File: config.mk
export PLATFORM = sky130hd
export DESIGN_NAME = spi_nor_command_sequencer
export DESIGN_NICKNAME = d
export VERILOG_FILES = /design/src/hw/rtl/snc_pkg.sv /design/src/hw/rtl/spi_nor_command_sequencer.sv /design/src/hw/rtl/snc_step.sv
export SDC_FILE = /design/constraint.sdc
export NUM_CORES = 1
export LEC_CHECK = 0
export BUFFER_PORTS_ARGS = -buffer_cell sky130_fd_sc_hd__buf_4
export CORE_MARGIN = 2
export CORE_UTILIZATION = 53
export DETAILED_ROUTE_END_ITERATION = 7
export GPL_ROUTABILITY_DRIVEN = 0
export PLACE_DENSITY = 0.77
export SLEW_MARGIN = 10
export SYNTH_ARGS = -nofsm -noshare
export SYNTH_HDL_FRONTEND = slang
export SYNTH_SLANG_ARGS = --single-unit
File: constraint.sdc
create_clock -name aclk -period 5.23 [get_ports aclk]
set_clock_uncertainty 0.15 [all_clocks]
set_input_delay 0.523 -clock aclk [delete_from_list [all_inputs] [get_ports aclk]]
set_output_delay 0.523 -clock aclk [all_outputs]
set_load 0.03 [all_outputs]
File: src/hw/rtl/snc_pkg.sv
`timescale 1ns / 1ps

package snc_pkg;

    // input function codes
    localparam logic [2:0] FN_READ  = 3'd0;
    localparam logic [2:0] FN_WRITE = 3'd1;
    localparam logic [2:0] FN_ERASE = 3'd2;
    localparam logic [2:0] FN_DONE  = 3'd3;
    localparam logic [2:0] FN_TICK  = 3'd4;

    // operation in progress
    localparam logic [1:0] OPN_READ  = 2'd0;
    localparam logic [1:0] OPN_WRITE = 2'd1;
    localparam logic [1:0] OPN_ERASE = 2'd2;

    // SPI NOR command bytes
    localparam logic [7:0] OP_WREN = 8'h06;
    localparam logic [7:0] OP_PP   = 8'h02;
    localparam logic [7:0] OP_SE   = 8'h20;
    localparam logic [7:0] OP_READ = 8'h03;
    localparam logic [7:0] OP_RDSR = 8'h05;
    localparam logic [7:0] OP_NONE = 8'h00;

    localparam int unsigned SR_WIP_BIT = 0;

    // result kinds and finish outcomes
    localparam logic       KIND_ISSUE  = 1'b0;
    localparam logic       KIND_FINISH = 1'b1;
    localparam logic [1:0] OUT_OK      = 2'd0;
    localparam logic [1:0] OUT_REFUSED = 2'd1;
    localparam logic [1:0] OUT_FAILED  = 2'd2;

    localparam logic [8:0] PAGE_BYTES = 9'd256;
    localparam logic [5:0] WRITE_MAX  = 6'd60;
    localparam logic [6:0] READ_MAX   = 7'd64;

    localparam logic [23:0] BASE_RESET    = 24'd0;
    localparam logic [31:0] TIMEOUT_RESET = 32'd80000000;

    // configuration register byte addresses
    localparam logic [2:0] ADDR_PROT_BASE = 3'd0;
    localparam logic [2:0] ADDR_TIMEOUT   = 3'd4;

    typedef enum logic [4:0] {
        PH_IDLE = 5'b00001,
        PH_READ = 5'b00010,
        PH_WREN = 5'b00100,
        PH_PROG = 5'b01000,
        PH_POLL = 5'b10000
    } phase_t;

    typedef struct packed {
        phase_t      phase;
        logic [1:0]  operation;
        logic [23:0] cur_address;
        logic [23:0] remaining;
        logic [23:0] done_bytes;
        logic [6:0]  chunk_bytes;
        logic [31:0] wait_ticks;
    } state_t;

    typedef struct packed {
        logic [2:0]  func;
        logic [23:0] address;
        logic [23:0] length;
        logic [7:0]  status_byte;
        logic        xfer_failed;
    } item_t;

    typedef struct packed {
        logic [23:0] protected_base;
        logic [31:0] busy_timeout_ticks;
    } cfg_t;

    typedef struct packed {
        logic        kind;
        logic [7:0]  opcode;
        logic        has_address;
        logic [23:0] spi_address;
        logic [5:0]  tx_count;
        logic [6:0]  rx_count;
        logic [23:0] buffer_offset;
        logic [1:0]  outcome;
    } result_t;

endpackage

File: src/hw/rtl/spi_nor_command_sequencer.sv
`timescale 1ns / 1ps

// SPI NOR command sequencer. Takes read, write and sector-erase requests plus
// transaction-done and tick events on the s_ channel, and hands out a
// transaction descriptor (or an operation-finished record) on the m_ channel
// per request or done event it acts on; ticks give none. One transaction per
// cycle while m_ready is high; result in the cycle after acceptance, held in
// the output register. s_ready drops only while a result sits in that register
// and m_ready is low. Reads go out in chunks of up to 64 bytes; writes are cut
// at 256-byte pages and 60 bytes, each chunk as WREN, PP, then RDSR polls;
// erases run WREN, SE on the sector base, then the poll. Writes and erases
// below protected_base are refused. Configuration (APB, byte address 0
// protected_base, 4 busy_timeout_ticks) must only be written while idle.
module spi_nor_command_sequencer #(
    parameter int unsigned SECTOR_BYTES = 4096
) (
    input  logic        aclk,
    input  logic        aresetn,

    // request / event channel
    input  logic        s_valid,
    output logic        s_ready,
    input  logic [2:0]  s_func,
    input  logic [23:0] s_address,
    input  logic [23:0] s_length,
    input  logic [7:0]  s_status_byte,
    input  logic        s_xfer_failed,

    // descriptor / completion channel
    output logic        m_valid,
    input  logic        m_ready,
    output logic        m_kind,
    output logic [7:0]  m_opcode,
    output logic        m_has_address,
    output logic [23:0] m_spi_address,
    output logic [5:0]  m_tx_count,
    output logic [6:0]  m_rx_count,
    output logic [23:0] m_buffer_offset,
    output logic [1:0]  m_outcome,

    // APB configuration port
    input  logic        psel,
    input  logic        penable,
    input  logic        pwrite,
    input  logic [2:0]  paddr,
    input  logic [31:0] pwdata,
    output logic [31:0] prdata,
    output logic        pready
);

    // Sector base by reciprocal multiply: q = (addr * RECIP) >> SHIFT is
    // exact for any 24-bit address, so the divisor need not be a power of two.
    localparam int unsigned SECT_LOG   = $clog2(SECTOR_BYTES);
    localparam int unsigned SECT_SHIFT = 24 + SECT_LOG;
    localparam int unsigned RECIP_W    = 26;
    localparam int unsigned PROD_W     = 24 + RECIP_W;
    localparam int unsigned Q_W        = 24 - SECT_LOG + 1;
    localparam longint unsigned RECIP_FULL =
        ((64'd1 << SECT_SHIFT) + 64'(SECTOR_BYTES) - 64'd1) / 64'(SECTOR_BYTES);
    localparam logic [RECIP_W-1:0] SECT_RECIP = RECIP_W'(RECIP_FULL);
    localparam logic [23:0]        SECT_SIZE  = 24'(SECTOR_BYTES);

    snc_pkg::state_t  state_reg;
    snc_pkg::state_t  state_next;
    snc_pkg::cfg_t    cfg_reg;
    snc_pkg::result_t out_reg;
    snc_pkg::result_t res;
    snc_pkg::item_t   item;
    logic             res_valid;
    logic             out_valid_reg;
    logic [Q_W-1:0]   sect_q_reg;
    logic [PROD_W-1:0] sect_prod;
    logic [23:0]      sector_base;
    logic             s_accept;
    logic             cfg_write;

    assign item = '{func:        s_func,
                    address:     s_address,
                    length:      s_length,
                    status_byte: s_status_byte,
                    xfer_failed: s_xfer_failed};

    // output register frees up in the same cycle it is drained
    assign s_ready  = !out_valid_reg || m_ready;
    assign s_accept = s_valid && s_ready;

    assign sect_prod   = PROD_W'(s_address) * PROD_W'(SECT_RECIP);
    assign sector_base = 24'(sect_q_reg) * SECT_SIZE;

    snc_step u_step (
        .st          (state_reg),
        .item        (item),
        .cfg         (cfg_reg),
        .sector_base (sector_base),
        .st_next     (state_next),
        .res         (res),
        .res_valid   (res_valid)
    );

    always_ff @(posedge aclk) begin
        if (!aresetn) begin
            state_reg.phase       <= snc_pkg::PH_IDLE;
            state_reg.operation   <= snc_pkg::OPN_READ;
            state_reg.cur_address <= '0;
            state_reg.remaining   <= '0;
            state_reg.done_bytes  <= '0;
            state_reg.chunk_bytes <= '0;
            state_reg.wait_ticks  <= '0;
            out_valid_reg         <= 1'b0;
        end else begin
            if (s_accept) begin
                state_reg <= state_next;
            end
            if (s_accept && res_valid) begin
                out_valid_reg <= 1'b1;
            end else if (m_ready) begin
                out_valid_reg <= 1'b0;
            end
        end
    end

    // payload registers, no reset needed
    always_ff @(posedge aclk) begin
        if (s_accept && res_valid) begin
            out_reg <= res;
        end
        // latch the sector quotient whenever an erase request is accepted while idle
        if (s_accept && s_func == snc_pkg::FN_ERASE
                && state_reg.phase == snc_pkg::PH_IDLE) begin
            sect_q_reg <= Q_W'(sect_prod >> SECT_SHIFT);
        end
    end

    // configuration registers
    assign cfg_write = psel && penable && pwrite && pready;
    assign pready    = 1'b1;

    always_ff @(posedge aclk) begin
        if (!aresetn) begin
            cfg_reg.protected_base     <= snc_pkg::BASE_RESET;
            cfg_reg.busy_timeout_ticks <= snc_pkg::TIMEOUT_RESET;
        end else if (cfg_write) begin
            if (paddr[2] == snc_pkg::ADDR_TIMEOUT[2]) begin
                cfg_reg.busy_timeout_ticks <= pwdata;
            end else begin
                cfg_reg.protected_base <= pwdata[23:0];
            end
        end
    end

    assign prdata = (paddr[2] == snc_pkg::ADDR_PROT_BASE[2])
                  ? {8'd0, cfg_reg.protected_base}
                  : cfg_reg.busy_timeout_ticks;

    assign m_valid         = out_valid_reg;
    assign m_kind          = out_reg.kind;
    assign m_opcode        = out_reg.opcode;
    assign m_has_address   = out_reg.has_address;
    assign m_spi_address   = out_reg.spi_address;
    assign m_tx_count      = out_reg.tx_count;
    assign m_rx_count      = out_reg.rx_count;
    assign m_buffer_offset = out_reg.buffer_offset;
    assign m_outcome       = out_reg.outcome;

endmodule

File: src/hw/rtl/snc_step.sv
`timescale 1ns / 1ps

// Next-state and result logic for one transaction on the input channel.
module snc_step (
    input  snc_pkg::state_t  st,
    input  snc_pkg::item_t   item,
    input  snc_pkg::cfg_t    cfg,
    input  logic [23:0]      sector_base,
    output snc_pkg::state_t  st_next,
    output snc_pkg::result_t res,
    output logic             res_valid
);

    function automatic logic [6:0] read_chunk(input logic [23:0] rem);
        read_chunk = (rem > 24'(snc_pkg::READ_MAX)) ? snc_pkg::READ_MAX : rem[6:0];
    endfunction

    // smallest of remaining, room left in the page, and the write limit
    function automatic logic [6:0] write_chunk(input logic [23:0] addr,
                                               input logic [23:0] rem);
        logic [8:0] page_room;
        logic [8:0] c;
        page_room = snc_pkg::PAGE_BYTES - {1'b0, addr[7:0]};
        c = (rem > 24'(page_room)) ? page_room : rem[8:0];
        if (c > 9'(snc_pkg::WRITE_MAX)) begin
            c = 9'(snc_pkg::WRITE_MAX);
        end
        write_chunk = c[6:0];
    endfunction

    logic [23:0] adv_address;
    logic [23:0] adv_done;
    logic [23:0] adv_remaining;

    assign adv_address   = st.cur_address + 24'(st.chunk_bytes);
    assign adv_done      = st.done_bytes + 24'(st.chunk_bytes);
    assign adv_remaining = st.remaining - 24'(st.chunk_bytes);

    always_comb begin
        st_next   = st;
        res       = '0;
        res_valid = 1'b0;

        case (item.func) inside
            snc_pkg::FN_READ, snc_pkg::FN_WRITE, snc_pkg::FN_ERASE: begin
                if (st.phase == snc_pkg::PH_IDLE) begin
                    st_next.done_bytes  = '0;
                    st_next.chunk_bytes = '0;
                    st_next.wait_ticks  = '0;
                    st_next.operation   = item.func[1:0];
                    res_valid           = 1'b1;
                    if (item.func == snc_pkg::FN_READ) begin
                        st_next.cur_address = item.address;
                        st_next.remaining   = item.length;
                        if (item.length == '0) begin
                            res.kind = snc_pkg::KIND_FINISH;
                            res.outcome = snc_pkg::OUT_OK;
                        end else begin
                            st_next.chunk_bytes = read_chunk(item.length);
                            st_next.phase       = snc_pkg::PH_READ;
                            res.opcode          = snc_pkg::OP_READ;
                            res.has_address     = 1'b1;
                            res.spi_address     = item.address;
                            res.rx_count        = read_chunk(item.length);
                        end
                    end else if (item.address < cfg.protected_base) begin
                        res.kind    = snc_pkg::KIND_FINISH;
                        res.outcome = snc_pkg::OUT_REFUSED;
                    end else if (item.func == snc_pkg::FN_WRITE) begin
                        st_next.cur_address = item.address;
                        st_next.remaining   = item.length;
                        if (item.length == '0) begin
                            res.kind    = snc_pkg::KIND_FINISH;
                            res.outcome = snc_pkg::OUT_OK;
                        end else begin
                            st_next.chunk_bytes = write_chunk(item.address, item.length);
                            st_next.phase       = snc_pkg::PH_WREN;
                            res.opcode          = snc_pkg::OP_WREN;
                        end
                    end else begin
                        // erase: sector base is held aside by the top level
                        st_next.cur_address = item.address;
                        st_next.remaining   = '0;
                        st_next.phase       = snc_pkg::PH_WREN;
                        res.opcode          = snc_pkg::OP_WREN;
                    end
                end
            end

            snc_pkg::FN_TICK: begin
                if (st.phase == snc_pkg::PH_POLL && st.wait_ticks != '1) begin
                    st_next.wait_ticks = st.wait_ticks + 32'd1;
                end
            end

            snc_pkg::FN_DONE: begin
                if (st.phase != snc_pkg::PH_IDLE) begin
                    res_valid = 1'b1;
                    if (item.xfer_failed) begin
                        st_next.phase = snc_pkg::PH_IDLE;
                        res.kind      = snc_pkg::KIND_FINISH;
                        res.outcome   = snc_pkg::OUT_FAILED;
                    end else begin
                        case (st.phase)
                            snc_pkg::PH_READ: begin
                                st_next.cur_address = adv_address;
                                st_next.done_bytes  = adv_done;
                                st_next.remaining   = adv_remaining;
                                if (adv_remaining == '0) begin
                                    st_next.phase = snc_pkg::PH_IDLE;
                                    res.kind      = snc_pkg::KIND_FINISH;
                                    res.outcome   = snc_pkg::OUT_OK;
                                end else begin
                                    st_next.chunk_bytes = read_chunk(adv_remaining);
                                    res.opcode          = snc_pkg::OP_READ;
                                    res.has_address     = 1'b1;
                                    res.spi_address     = adv_address;
                                    res.rx_count        = read_chunk(adv_remaining);
                                    res.buffer_offset   = adv_done;
                                end
                            end
                            snc_pkg::PH_WREN: begin
                                st_next.phase   = snc_pkg::PH_PROG;
                                res.has_address = 1'b1;
                                if (st.operation == snc_pkg::OPN_WRITE) begin
                                    res.opcode        = snc_pkg::OP_PP;
                                    res.spi_address   = st.cur_address;
                                    res.tx_count      = st.chunk_bytes[5:0];
                                    res.buffer_offset = st.done_bytes;
                                end else begin
                                    res.opcode      = snc_pkg::OP_SE;
                                    res.spi_address = sector_base;
                                end
                            end
                            snc_pkg::PH_PROG: begin
                                st_next.wait_ticks = '0;
                                st_next.phase      = snc_pkg::PH_POLL;
                                res.opcode         = snc_pkg::OP_RDSR;
                                res.rx_count       = 7'd1;
                            end
                            snc_pkg::PH_POLL: begin
                                if (!item.status_byte[snc_pkg::SR_WIP_BIT]) begin
                                    if (st.operation != snc_pkg::OPN_WRITE) begin
                                        st_next.phase = snc_pkg::PH_IDLE;
                                        res.kind      = snc_pkg::KIND_FINISH;
                                        res.outcome   = snc_pkg::OUT_OK;
                                    end else begin
                                        st_next.cur_address = adv_address;
                                        st_next.done_bytes  = adv_done;
                                        st_next.remaining   = adv_remaining;
                                        if (adv_remaining == '0) begin
                                            st_next.phase = snc_pkg::PH_IDLE;
                                            res.kind      = snc_pkg::KIND_FINISH;
                                            res.outcome   = snc_pkg::OUT_OK;
                                        end else begin
                                            st_next.chunk_bytes =
                                                write_chunk(adv_address, adv_remaining);
                                            st_next.phase = snc_pkg::PH_WREN;
                                            res.opcode    = snc_pkg::OP_WREN;
                                        end
                                    end
                                end else if (st.wait_ticks > cfg.busy_timeout_ticks) begin
                                    st_next.phase = snc_pkg::PH_IDLE;
                                    res.kind      = snc_pkg::KIND_FINISH;
                                    res.outcome   = snc_pkg::OUT_FAILED;
                                end else begin
                                    res.opcode   = snc_pkg::OP_RDSR;
                                    res.rx_count = 7'd1;
                                end
                            end
                            default: begin
                                st_next.phase = snc_pkg::PH_IDLE;
                                res_valid     = 1'b0;
                            end
                        endcase
                    end
                end
            end

            default: begin
                // unused function codes are dropped
            end
        endcase
    end

endmodule

==> metrics.cfg, run 1 <==
[timing]
setup_violations = 0
grt_setup_unrepaired = false
post-route-period-util_pct = 91.40
final.setup.tns_ns = 0
fin_crit_ns = 4.780
slew_headroom_pct = 21.62
fmax_mhz = 209.2
hold_violations = 0
drv_slew = 0
tightest_slew_ns = 1.172

[final_layout]
area_growth_pct = 17.26
drive_above_1_share_pct = 13.81
n_fill_cell = 2637
mostFrequentLayoutCells = nand2_1 (289), buf_4 (221), nor2_1 (200)
final_common_cell = nand2_1
largest_reg_flops = 118
final_area_um2 = 19040
layout.nets = 2391
fin_util_pct = 62.74

[clocking]
htreeDepth = 1
post-cts-setup-buffers = 0
clk_pin_slew_ns = 0.07
post_cts_resized = 0
clockRootBuffer = clkbuf_16
cts_buffer_depth = 3
clock_sinks = 256
numCtsBuffers = 28
cts_tree = done
clock_latency_ns = 0.55
hold_buffers = 0

[setup_path]
r2r_start = state_reg[33]
crit_type = reg2reg
critical_path.startpoint = state_reg[33]
arrival_ns = 5.00
cp-start-kind = flip-flop
crit_end = state_reg[35]
ff2ff_path_depth = 15
crit_path_end_kind = flip-flop
worst_ep_required_time_ns = 5.45
r2r_slack_ns = 0.45
r2r_end = state_reg[35]
critPathMaxFanout = 5

[place]
port_buffers = 195
dpl_cell_area_um2 = 18020
dp_hpwl_um = 36440

[routing]
drc = 0
wl_per_cell_um = 19.24
dr.pass1.iters = 6
wl_um = 50140
vias_per_cell = 6.229
initialDrtViolationCount = 1761
drtAntennaViolNets = 0
vias = 16230

[pwr]
p_sw_share_pct = 28.74
p_switching_w = 0.001536
powerDensity_nw_per_um2 = 280.8
ir_drop_v = 0.0002393
internal_power_w = 0.003810
power_frac_seq_pct = 39.7
power_frac_comb_pct = 19.5
leakage_nw = 7.212
pwr-share-clk_pct = 40.8

[yosys]
yosys.cell_types.count = 89
syn_area_um2 = 16240
synth-edff-count = 81
synth_area_leaders = dfxtp_1 (22%), edfxtp_1 (15%), ha_1 (7.6%)
ys_seq_area_share_pct = 36.55
synthFlopType = dfxtp_1
yosys_warnings = 0
synth_top_area_share_pct = 21.57
avgSynthCellArea_um2 = 7.952
yosys.area.top_type = dfxtp_1
async_flop_share_pct = 0
yosys_register_bits = 256
netlist_instances = 2042

[die]
start_util_pct = 53.50
pin_count = 210
rows = 64
die_area_um2 = 32050
coreArea_um2 = 30350
chipHeight_um = 179.0
die_x_um = 179.0

[global_routing]
grt_start_max_net_pins = 88
grt-ovfl-total = 0
grt_use_total_pct = 30.58
antenna_found_initial = 2
grt_pass1_wl_um = 77940
grt_pass1_vias = 14710

[worst_hold_path]
hold_path_class = in2reg
min_path_cells = 1

[run_status]
status = finished, final reports clean

[run]
max_cap_violations = 0

[layer usage]
layer / wire length [um] / GRT usage, % / up-vias
met3: 4870 / 5.089 / 146
li1: - / - / 7653
met1: 20850 / 41.87 / 7565
met4: 2061 / 11.96 / 0
met2: 22360 / 48.19 / 870
met5: 0 / 0 / -
[critical path: stages (launching register included)]
cell	delay (ns)
dfxtp_1	0.42
ha_1	0.27
a211oi_1	0.47
or4b_2	0.22
o2111ai_1	0.26
or4_1	0.60
or3b_2	0.48
ha_1	0.32
nand3_1	0.08
o32a_1	0.28
o31ai_1	0.10
nand2_1	0.14
or3_1	0.32
or3_1	0.31
nand3_1	0.09
a31oi_1	0.09
[worst min-delay path by stage]
stage                  start       endpoint
5_1_grt        s_address[15]  sect_q_reg[3]
3_5_place_dp     cfg_reg[36]    cfg_reg[36]
4_1_cts        s_address[20]  sect_q_reg[8]
2_1_floorplan    cfg_reg[24]    cfg_reg[24]
6_report       s_address[15]  sect_q_reg[3]
3_3_place_gp     cfg_reg[39]    cfg_reg[39]
[stage by stage]
stage / setup slack [ns] / hold WS, ns / total power (W) / cells
after floorplan: 0.8994 / 0.2863 / 0.002850 / 2045
after detailed placement: 0.5518 / 0.2963 / 0.003173 / 2553
after global routing: 0.2157 / 0.03401 / 0.005539 / 2606
final: 0.4500 / 0.04988 / 0.005346 / 2606
after global placement: 0.5794 / 0.2918 / 0.003154 / 2553
after CTS: 0.5193 / 0.02938 / 0.005339 / 2604
[cell usage after synthesis (35+ instances only)]
master	count
edfxtp_1	81
a21oi_1	178
nor2_1	202
o21ai_0	126
ha_1	99
nand2_1	289
inv_1	108
nor3_1	91
clkbuf_1	93
xor2_1	35
dfxtp_1	175
nand3_1	61
[layout make-up]
cell class	instances	area (um^2)	area share, %
diodes	2	5.005	0.02628
well taps	396	495.5	2.602
inverters	111	417.9	2.195
clock inverters	14	230.2	1.209
flip-flops and latches	256	5936	31.17
clock buffers	37	785.8	4.127
repair buffers	222	1679	8.818
multi-input cells	1568	9492	49.85
[cells by family after synthesis]
kind of cell	Yosys count	share of synthesized area, %
other	2	0.04625
AOI/OAI and AO/OA	547	21.48
xor gates and xnor gates	64	3.498
and+or+nand+nor	841	24.50
adders and majority gates	102	7.998
muxes	9	0.5702
buffers and inverters	221	5.363
DFF	256	36.55
[power by group through the flow]
stage / Clock (W) / Combinational (W) / Sequential [W]
2_1_floorplan: 0 / 0.000648 / 0.00220
3_3_place_gp: 0 / 0.000989 / 0.00216
3_5_place_dp: 0 / 0.00101 / 0.00217
4_1_cts: 0.00220 / 0.00101 / 0.00212
5_1_grt: 0.00228 / 0.00113 / 0.00213
6_report: 0.00218 / 0.00104 / 0.00212
Note: power is estimated with default switching activity, not from simulation.
==> run 2, diff against run 1 <==
--- a/config.mk
+++ b/config.mk
@@ -7,10 +7,12 @@
 export LEC_CHECK = 0
 export BUFFER_PORTS_ARGS = -buffer_cell sky130_fd_sc_hd__buf_4
 export CORE_MARGIN = 2
-export CORE_UTILIZATION = 53
+export CORE_UTILIZATION = 55
+export CTS_BUF_LIST = sky130_fd_sc_hd__clkbuf_4
 export DETAILED_ROUTE_END_ITERATION = 7
 export GPL_ROUTABILITY_DRIVEN = 0
-export PLACE_DENSITY = 0.77
+export HOLD_SLACK_MARGIN = 0.05
+export PLACE_DENSITY = 0.79
 export SLEW_MARGIN = 10
 export SYNTH_ARGS = -nofsm -noshare
 export SYNTH_HDL_FRONTEND = slang
==> metrics.cfg, run 2 (synthesized netlist as in run 1, its figures left out) <==
[routing]
drc = 13  ; was 0
vias = 16880  ; was 16.23k
wl_um = 51450  ; was 50,140 um
drtAntennaViolNets = 0  ; unchanged
wl_per_cell_um = 18.85  ; was 19.24 um
initialDrtViolationCount = 1973  ; was 1,761
vias_per_cell = 6.184  ; was 6.229
dr.pass1.iters = 8  ; was 6

[setup_path]
crit_path_end_kind = flip-flop  ; unchanged
worst_ep_required_time_ns = 5.65  ; was 5.45 ns
crit_end = state_reg[34]  ; was state_reg[35]
max_stage_delay_ns = 0.62  ; was 0.60 ns
r2r_slack_ns = 0.33  ; was 0.45 ns
r2r_end = state_reg[34]  ; was state_reg[35]
critical_path.startpoint = state_reg[33]  ; unchanged
crit_slowest_cell = or4_1  ; unchanged
cp-start-kind = flip-flop  ; unchanged
arrival_ns = 5.33  ; was 5.00 ns
ff2ff_path_depth = 15  ; unchanged
r2r_start = state_reg[33]  ; unchanged
crit_type = reg2reg  ; unchanged
path_cells = ha_1 > a211oi_1 > or4b_2 > o2111ai_1 > or4_1 > or3b_2 > ha_1 > nand3_1 > o32a_1 > o31ai_1 > nand2_1 > nor2_1 > a211oi_1 > a31o_2 > o32ai_1  ; was ha_1 > a211oi_1 > or4b_2 > o2111ai_1 > or4_1 > or3b_2 > ha_1 > nand3_1 > o32a_1 > o31ai_1 > nand2_1 > or3_1 > or3_1 > nand3_1 > a31oi_1
critPathMaxFanout = 7  ; was 5

[clocking]
post_cts_resized = 0  ; unchanged
clock_latency_ns = 0.71  ; was 0.55 ns
clk_pin_slew_ns = 0.08  ; was 0.07 ns
htreeDepth = 3  ; was 1
cts_buffer_depth = 3  ; unchanged
clockRootBuffer = clkbuf_4  ; was clkbuf_16
numCtsBuffers = 69  ; was 28
cts_tree = done  ; unchanged
clock_sinks = 256  ; unchanged

[timing]
hold_violations = 0  ; unchanged
slew_headroom_pct = 25.64  ; was 21.62%
fin_crit_ns = 4.903  ; was 4.780 ns
tightest_slew_ns = 1.112  ; was 1.172 ns
setup_violations = 0  ; unchanged
fmax_mhz = 204.0  ; was 209.2 MHz
post-route-period-util_pct = 93.75  ; was 91.40%
grt_setup_unrepaired = false  ; unchanged
final.setup.tns_ns = 0  ; unchanged
drv_slew = 0  ; unchanged

[run_status]
status = finished, violations left  ; was finished, final reports clean
violations = design-rule violations

[die]
chipHeight_um = 175.8  ; was 179.0 um
die_x_um = 175.8  ; was 179.0 um
coreArea_um2 = 28860  ; was 30,350 um^2
rows = 62  ; was 64
pin_count = 210  ; unchanged
die_area_um2 = 30910  ; was 32,050 um^2
start_util_pct = 56.27  ; was 53.50%

[place]
dp_hpwl_um = 36090  ; was 36,440 um
port_buffers = 195  ; unchanged

[global_routing]
grt-ovfl-total = 0  ; unchanged
antenna_found_initial = 3  ; was 2
grt_pass1_vias = 15820  ; was 14.71k
grt_pass1_wl_um = 80960  ; was 77,940 um
grt_start_max_net_pins = 63  ; was 88
grt_use_total_pct = 32.60  ; was 30.58%

[worst_hold_path]
hold_start = s_length[16]  ; was s_address[15]
hold_path_class = in2reg  ; unchanged

[final_layout]
layout.nets = 2493  ; was 2,391
largest_reg_flops = 118  ; unchanged
area_growth_pct = 20.26  ; was 17.26%
drive_above_1_share_pct = 16.05  ; was 13.81%
final_common_cell = nand2_1  ; unchanged
mostFrequentLayoutCells = nand2_1 (289), buf_4 (223), nor2_1 (200)  ; was nand2_1 (289), buf_4 (221), nor2_1 (200)

[run]
max_cap_violations = 0  ; unchanged

[pwr]
powerDensity_nw_per_um2 = 260.4  ; was 280.8 nW/um^2
p_switching_w = 0.001597  ; was 0.001536 W
pwr-share-clk_pct = 37.0  ; was 40.8%
p_total_w = 0.005086  ; was 0.005346 W
power_frac_comb_pct = 21.3  ; was 19.5%
power_frac_seq_pct = 41.8  ; was 39.7%
ir_drop_v = 0.0001877  ; was 0.0002393 V
p_sw_share_pct = 31.41  ; was 28.74%
internal_power_w = 0.003489  ; was 0.003810 W
leakage_nw = 7.516  ; was 7.212 nW

run 2: cell count changes in the layout (fill, tap and decap cells not counted), sizes merged, moves of 4 or more:
cell | previous run | this run
clkbuf | 37 | 102
dlygate4sd3 | 0 | 60
bufinv | 6 | 2
clkinv | 8 | 19
run 2: power groups by stage:
| stage | Sequential, W | Combinational, W | Clock, W |
|---|---|---|---|
| final | 0.00213 | 0.00108 | 0.00188 |
| after global routing | 0.00213 | 0.00116 | 0.00200 |
| after CTS | 0.00212 | 0.00105 | 0.00190 |
| after detailed placement | 0.00217 | 0.00101 | 0 |
| after global placement | 0.00217 | 0.000987 | 0 |
| after floorplan | 0.00220 | 0.000648 | 0 |
run 2: worst min-delay path by stage:
stage | to | cells past startpoint
2_1_floorplan | cfg_reg[24] | 2
3_3_place_gp | cfg_reg[43] | 2
3_5_place_dp | cfg_reg[45] | 2
4_1_cts | state_reg[77] | 5
5_1_grt | m_spi_address[10] | 2
6_report | state_reg[79] | 5
run 2: cell type report:
class                      count  area [um^2]
fill                        2397         9330
timing repair buffer         283         2275
multi-input combinational   1568         9492
antenna                        3        7.507
sequential                   256         5936
clock inverter                22        153.9
inverter                     111        417.9
tap                          384        480.5
clock buffer                 102        765.7
run 2: through the flow:
stage	cell area (um^2)	hold slack [ns]	setup WS (ns)	utilization, %	instances
after floorplan	16250	0.2863	0.8994	-	2045
after global placement	18000	0.2915	0.5335	62.37	2542
after detailed placement	18000	0.2965	0.4304	62.37	2542
after CTS	19520	0.05068	0.4204	67.64	2726
after global routing	19530	0.08169	0.06608	67.67	2729
final	19530	0.08310	0.3271	67.67	2729
run 2: timing repair:
item / 4_1_cts / 5_1_grt
hold endpoints to repair: 97 / 0
buffers inserted: 0 / 0
hold buffers: 60 / 0
run 2: worst max-delay path, delay by kind of cell, from the launching register on:
kind,cells,cell delay [ns]
AOI/OAI and AO/OA,7,1.81
and+or+nand+nor,6,1.69
DFF,1,0.56
adders and majority gates,2,0.60
run 2: layer usage:
metal | global-route usage (%) | wire length, um
met4 | 16.63 | 2216
met2 | 52.21 | 23270
met3 | 6.861 | 5707
met5 | 0 | 0
met1 | 41.66 | 20250
